===== src/button_edge_autorepeat_assert.svh =====
// Assertion macros shared by the button edge/auto-repeat RTL.
`ifndef BUTTON_EDGE_AUTOREPEAT_ASSERT_SVH
`define BUTTON_EDGE_AUTOREPEAT_ASSERT_SVH

// Same-cycle implication, checked outside reset.
`define BEA_ASSERT_NOW(label, ante, cons, msg) \
  label: assert property (@(posedge clk) disable iff (rst) (ante) |-> (cons)) \
    else $error(msg);

// Next-cycle implication, checked outside reset.
`define BEA_ASSERT_NEXT(label, ante, cons, msg) \
  label: assert property (@(posedge clk) disable iff (rst) (ante) |=> (cons)) \
    else $error(msg);

`endif


===== src/bea_pkg.sv =====
// Package: widths, register indexes and result type for the button edge/auto-repeat block.
package bea_pkg;

  localparam int HELD_W      = 14;
  localparam int REPEAT_W    = 10;
  localparam int S_TDATA_W   = 16;
  localparam int M_TDATA_W   = 56;
  localparam int CFG_INDEX_W = 8;
  localparam int CFG_DATA_W  = 8;
  localparam int RES_W       = 3 * HELD_W + REPEAT_W;

  localparam logic [CFG_DATA_W-1:0] START_DELAY_RST  = 8'd15;
  localparam logic [CFG_DATA_W-1:0] PERIOD_DELAY_RST = 8'd4;

  typedef enum logic [CFG_INDEX_W-1:0] {
    CFG_START_DELAY  = 8'd0,
    CFG_PERIOD_DELAY = 8'd1
  } cfg_index_t;

  typedef struct packed {
    logic [HELD_W-1:0]   held_mask;
    logic [REPEAT_W-1:0] repeat_mask;
    logic [HELD_W-1:0]   released_mask;
    logic [HELD_W-1:0]   pressed_mask;
  } res_t;

endpackage


===== src/bea_core.sv =====
// Edge detection and per-button repeat countdowns; state advances on each processed sample.
module bea_core
  import bea_pkg::*;
#(
  parameter int NUM_BUTTONS   = 10,
  parameter int COUNTER_WIDTH = 8
) (
  input  logic                     clk,
  input  logic                     rst,
  input  logic                     en,
  input  logic [HELD_W-1:0]        held,
  input  logic [COUNTER_WIDTH-1:0] start_delay,
  input  logic [COUNTER_WIDTH-1:0] period_delay,
  output res_t                     res
);

  logic [HELD_W-1:0] previous_held;
  logic [HELD_W-1:0] pulse;

  always_ff @(posedge clk) begin
    if (rst) begin
      previous_held <= '0;
    end else if (en) begin
      previous_held <= held;
    end
  end

  for (genvar i = 0; i < HELD_W; i++) begin : g_btn
    if (i < NUM_BUTTONS) begin : g_cnt
      logic [COUNTER_WIDTH-1:0] count;
      logic [COUNTER_WIDTH-1:0] count_next;
      logic [COUNTER_WIDTH-1:0] count_dec;
      logic                     pulse_bit;

      assign count_dec = count - COUNTER_WIDTH'(1);
      assign pulse[i]  = pulse_bit;

      always_comb begin
        pulse_bit  = 1'b0;
        count_next = '0;
        if (held[i]) begin
          if (!previous_held[i]) begin
            pulse_bit  = 1'b1;
            count_next = start_delay;
          end else if (count_dec == '0) begin
            pulse_bit  = 1'b1;
            count_next = period_delay;
          end else begin
            count_next = count_dec;
          end
        end
      end

      always_ff @(posedge clk) begin
        if (rst) begin
          count <= '0;
        end else if (en) begin
          count <= count_next;
        end
      end
    end else begin : g_none
      assign pulse[i] = 1'b0;
    end
  end

  assign res.pressed_mask  = held & ~previous_held;
  assign res.released_mask = previous_held & ~held;
  assign res.repeat_mask   = pulse[REPEAT_W-1:0];
  assign res.held_mask     = held;

endmodule


===== src/button_edge_autorepeat.sv =====
// Top level: button edge detection with typematic auto-repeat on a streaming interface.
//
// One 14-bit held-button sample per input transaction gives exactly one result
// transaction with pressed, released, repeat and held masks. A sample is taken
// every cycle while the output is not stalled; it passes the input register, then
// the result register, and the countdown update of all buttons in parallel sets
// the rate of one sample per clock. Delays written as 0 are stored as 1; delays
// above the counter range saturate. The user must write configuration only while
// no sample is in flight; the block itself does not enforce this.
`include "button_edge_autorepeat_assert.svh"

module button_edge_autorepeat
  import bea_pkg::*;
#(
  parameter int NUM_BUTTONS   = 10,
  parameter int COUNTER_WIDTH = 8
) (
  input  logic                   clk,
  input  logic                   rst,
  input  logic                   s_axis_tvalid,
  output logic                   s_axis_tready,
  input  logic [S_TDATA_W-1:0]   s_axis_tdata,   // [13:0] held_buttons
  output logic                   m_axis_tvalid,
  input  logic                   m_axis_tready,
  output logic [M_TDATA_W-1:0]   m_axis_tdata,   // [13:0] pressed_mask, [27:14] released_mask,
                                                 // [37:28] repeat_mask, [51:38] held_mask
  input  logic                   cfg_valid,
  output logic                   cfg_ready,
  input  logic [CFG_INDEX_W-1:0] cfg_index,
  input  logic [CFG_DATA_W-1:0]  cfg_data
);

  localparam logic [15:0] COUNT_MAX = 16'((32'd1 << COUNTER_WIDTH) - 32'd1);

  function automatic logic [COUNTER_WIDTH-1:0] clamp_delay(input logic [CFG_DATA_W-1:0] v);
    logic [15:0] d;
    d = {8'd0, v};
    if (d == 16'd0) d = 16'd1;
    if (d > COUNT_MAX) d = COUNT_MAX;
    return d[COUNTER_WIDTH-1:0];
  endfunction

  logic [COUNTER_WIDTH-1:0] start_delay;
  logic [COUNTER_WIDTH-1:0] period_delay;
  logic                     in_valid;
  logic [HELD_W-1:0]        in_held;
  logic                     advance;
  res_t                     core_res;
  res_t                     out_res;

  assign cfg_ready = 1'b1;

  always_ff @(posedge clk) begin
    if (rst) begin
      start_delay  <= clamp_delay(START_DELAY_RST);
      period_delay <= clamp_delay(PERIOD_DELAY_RST);
    end else if (cfg_valid) begin
      if (cfg_index == CFG_START_DELAY) begin
        start_delay <= clamp_delay(cfg_data);
      end else if (cfg_index == CFG_PERIOD_DELAY) begin
        period_delay <= clamp_delay(cfg_data);
      end
    end
  end

  assign advance       = in_valid && (!m_axis_tvalid || m_axis_tready);
  assign s_axis_tready = !in_valid || advance;

  always_ff @(posedge clk) begin
    if (rst) begin
      in_valid <= 1'b0;
    end else if (s_axis_tready) begin
      in_valid <= s_axis_tvalid;
    end
  end

  always_ff @(posedge clk) begin
    if (s_axis_tready && s_axis_tvalid) begin
      in_held <= s_axis_tdata[HELD_W-1:0];
    end
  end

  bea_core #(
    .NUM_BUTTONS  (NUM_BUTTONS),
    .COUNTER_WIDTH(COUNTER_WIDTH)
  ) u_core (
    .clk         (clk),
    .rst         (rst),
    .en          (advance),
    .held        (in_held),
    .start_delay (start_delay),
    .period_delay(period_delay),
    .res         (core_res)
  );

  always_ff @(posedge clk) begin
    if (rst) begin
      m_axis_tvalid <= 1'b0;
    end else if (advance) begin
      m_axis_tvalid <= 1'b1;
    end else if (m_axis_tready) begin
      m_axis_tvalid <= 1'b0;
    end
  end

  always_ff @(posedge clk) begin
    if (advance) begin
      out_res <= core_res;
    end
  end

  assign m_axis_tdata = {(M_TDATA_W - RES_W)'(0), out_res};

  `BEA_ASSERT_NOW(a_press_release_disjoint, m_axis_tvalid, (out_res.pressed_mask & out_res.released_mask) == '0, "pressed and released overlap")
  `BEA_ASSERT_NOW(a_repeat_only_held, m_axis_tvalid, (out_res.repeat_mask & ~out_res.held_mask[REPEAT_W-1:0]) == '0, "repeat pulse on a button not held")
  `BEA_ASSERT_NOW(a_press_only_held, m_axis_tvalid, (out_res.pressed_mask & ~out_res.held_mask) == '0, "press reported on a button not held")
  `BEA_ASSERT_NEXT(a_stage_moves, in_valid && !m_axis_tvalid, m_axis_tvalid, "staged sample did not reach result register")

endmodule

===== config.mk =====
export PLATFORM = sky130hd
export DESIGN_NAME = button_edge_autorepeat
export DESIGN_NICKNAME = d
export VERILOG_FILES = /design/src/bea_pkg.sv /design/src/bea_core.sv /design/src/button_edge_autorepeat.sv
export VERILOG_INCLUDE_DIRS = /design/src /design/src/src
export SDC_FILE = /design/constraint.sdc
export NUM_CORES = 1
export LEC_CHECK = 0
export BUFFER_PORTS_ARGS = -buffer_cell sky130_fd_sc_hd__buf_2
export CAP_MARGIN = 20
export CORE_UTILIZATION = 35
export CTS_CLUSTER_SIZE = 14
export DETAILED_ROUTE_END_ITERATION = 10
export GPL_ROUTABILITY_DRIVEN = 0
export HOLD_SLACK_MARGIN = 0.02
export SLEW_MARGIN = 20
export SYNTH_ARGS = -nofsm -noshare
export SYNTH_HDL_FRONTEND = slang
export SYNTH_SLANG_ARGS = --single-unit

===== constraint.sdc =====
create_clock -name clk -period 4 [get_ports clk]
set_clock_uncertainty 0.15 [all_clocks]
set_input_delay 0.4 -clock clk [delete_from_list [all_inputs] [get_ports clk]]
set_output_delay 0.4 -clock clk [all_outputs]
set_load 0.1 [all_outputs]

==> key figures <==
Floorplanning
  • Die area: 29100 sq um
  • Die Height: 170 um
  • # IOs: 96
  • Core area: 27900 sq um
  • Initial Util: 35.7%
  • Num rows: 61
  • Die Wd: 170 um

Global route
  • First-pass GRT wire length: 45000 um
  • Initial antenna violation count: 0
  • Total gr overflow: 0
  • Pin count of the biggest net entering global routing: 72
  • Vias in the first global route: 7973
  • Gr usage total: 20.1%

Finish
  • Filler cells: 2758
  • Share of cells above drive strength 1: 14.0%
  • Area Overhead vs Synth: 13.8%
  • Antenna fix cells: 0
  • Final nets: 1210
  • Non-filler instance count after layout: 1544

Power and ir drop
  • Leak Pwr: 4.00 nW
  • Max IR drop VDD: 0.255 mV
  • Overall Power: 4.66 mW
  • Pwr dens: 412 nW/um^2

Clock network
  • Clk Latency, worst-skew pair: 440 ps
  • Max Buffers Root-to-Sink: 2
  • H-tree lvl count: 4
  • CTS root buffer: clkbuf_16
  • CTS buffer count: 17
  • Clk slew on worst S/H paths: 80 ps
  • CTS tree: built
  • CTS sink cnt: 178

Logic synthesis
  • Warnings from Yosys: 0
  • Flops & latches, synth: 178
  • Largest area contributor in the netlist: dfxtp_1
  • Synth top area cells: dfxtp_1, edfxtp_1, nand2_1, o211ai_1, o21ai_0
  • Cells after synthesis: 1111
  • Post-synth EDFFs: 66
  • Synth cell types: 71
  • Post-synthesis area per instance: 8.94 sq um
  • Sequential fraction of the synthesis area: 42.5%
  • Ys flop type: dfxtp_1
  • Asr flop ratio synth: 0%
  • Cell Area, Synth: 9930 sq um
  • Area fraction of the dominant cell type after synthesis: 22.6%

Route
  • Drt wl/cell: 18.7 um
  • Total routed wirelength: 28900 um
  • Number of remaining DRC errors: 0
  • Starting DRT DRC Count: 950
  • Via Count: 8850
  • Vias per inst: 5.73
  • Number of routed nets with antenna violations: 0
  • First drt pass iteration count: 5

STA
  • Slack of the critical path: 1270 ps
  • TNS Setup: 0 ps
  • Fin crit share: 68.3%
  • F_max: 0.366 GHz
  • Final setup viols: 0
  • Final Hold Fails: 0
  • Relative slew slack: 31.3%
  • Slew @ Worst Pin: 1030 ps
  • Min Tclk post-route: 2730 ps
  • Unrepaired setup endpoints after global routing: false
  • Fin. max-slew vios: 0
  • Hold_ws: 31.4 ps

Setup path
  • Slowest CP cell: a2111oi_4
  • CP max FO: 8
  • Critical Path End Type: register
  • CP Launch Type: register
  • Slowest stage delay, CP: 640 ps
  • Critical Path AT: 2940 ps
  • Crit path required time: 4210 ps
  • Crit path kind: reg -> reg
  • Worst-path cell chain: inv_1, ha_1, or3b_4, o21a_1, a2111oi_4, mux2_1, o22ai_1

Placed design
  • Hpwl dp: 17600 um
  • Setup WS pre-CTS: 1290 ps
  • Placed Cells: 1498
  • Port Buf Inserts: 88

Min path
  • Worst Hold Class: in -> reg

Status
  • Outcome: complete, no violations

Run
  • Maximum capacitance violations: 0
==> worst paths after layout <==
path                                       start                             end  slack, ps  cells after the start
hold / removal                     s_axis_tvalid                        in_valid         30                      3
setup reg to reg  u_core.g_btn[9].g_cnt.count[0]  u_core.g_btn[9].g_cnt.count[1]       1270                      7
setup / recovery  u_core.g_btn[9].g_cnt.count[0]  u_core.g_btn[9].g_cnt.count[1]       1270                      7
hold reg to reg         u_core.previous_held[13]        u_core.previous_held[13]        320                      2
==> cell usage after synthesis, drive strengths merged, types with 9 or more instances <==
cell type  count
a21oi         39
o32ai          9
and3          12
clkbuf        77
o21ai         62
a31oi         46
buf           19
a32oi          9
or3b          10
a211oi        11
or4           19
nor4          14
o22ai         20
nor3          18
edfxtp        66
nand3         57
mux2i         26
nand4          9
ha            20
dfxtp        112
o211ai        61
o31ai         15
xnor2         17
nor2b         27
inv           35
nand2        124
a21boi        15
a21o          30
nor2          58
==> registers in the layout, indices dropped and copies added (netlist names) <==
register,cells
in_held,14
in_valid,1
m_axis_tdata,52
m_axis_tvalid,1
period_delay,8
start_delay,8
u_core.g_btn.g_cnt.count,80
u_core.previous_held,14
==> report_power, final <==
group / total, mW / switching (mW) / leakage, nW / internal, mW
registers: 2.06 / 0.105 / 1.53 / 1.96
clock network: 1.75 / 0.804 / 0.298 / 0.945
logic: 0.846 / 0.577 / 2.16 / 0.269
==> critical path: cells and delay by family, from the launching register on <==
family	cells	cell delay, ps
AOI/OAI and AO/OA	3	970
and+or+nand+nor	1	420
muxes	1	380
DFF	1	360
adders and majority gates	1	240
buffers and inverters	1	130
==> area by class of cell <==
| cell class | instances | area (sq um) | share of cell area [%] |
|---|---|---|---|
| Inverter | 36 | 140 | 1.24 |
| Tap cell | 378 | 473 | 4.18 |
| Clock buffer | 17 | 425 | 3.76 |
| Multi-Input combinational cell | 804 | 5170 | 45.7 |
| Timing Repair Buffer | 116 | 701 | 6.20 |
| Clock inverter | 15 | 171 | 1.52 |
| Sequential cell | 178 | 4220 | 37.4 |
==> routing by layer <==
| layer | track usage [%] | up-vias | share of wire [%] |
|---|---|---|---|
| met4 | 6.31 | 0 | 1.9 |
| met1 | 28.2 | 4281 | 45 |
| met5 | 0 | - | 0 |
| met3 | 2.77 | 31 | 6.5 |
| li1 | - | 4239 | - |
| met2 | 31.8 | 299 | 46 |
==> logic make-up (layout without fill, tap and decap cells) <==
kind of cell	after synthesis	in the layout	synth area share (%)
AOI/OAI and AO/OA	359	359	25.0
muxes	31	31	3.19
buffers and inverters	132	184	5.60
DFF	178	178	42.5
xor gates and xnor gates	23	23	2.18
and+or+nand+nor	366	366	19.0
adders and majority gates	20	20	2.52
other	2	5	0.0756
==> through the flow <==
stage / area [sq um] / utilization [%]
6_report: 11300 / 40.6
5_1_grt: 11300 / 40.6
4_1_cts: 11300 / 40.6
3_5_place_dp: 10600 / 37.9
3_3_place_gp: 10600 / 37.9
2_1_floorplan: 9950 / -
==> timing repair <==
action                                  CTS  global route
hold buffers                             14             0
endpoints found under the setup margin    0             0
endpoints found under the hold margin    14             0
buffers inserted                          0             0
gates resized for setup                   0             0
==> placed cells by master (no fill, tap or decap), types with 20 or more instances in the layout <==
| cell | n |
|---|---|
| a21o_1 | 30 |
| o211ai_1 | 61 |
| ha_1 | 20 |
| o21ai_0 | 61 |
| a21oi_1 | 39 |
| inv_1 | 34 |
| nor2b_1 | 27 |
| nand2_1 | 123 |
| o22ai_1 | 20 |
| a31oi_1 | 46 |
| edfxtp_1 | 66 |
| buf_2 | 87 |
| nor2_1 | 58 |
| mux2i_1 | 26 |
| nand3_1 | 57 |
| dfxtp_1 | 112 |
No activity file was read; power rests on OpenSTA's default activity.
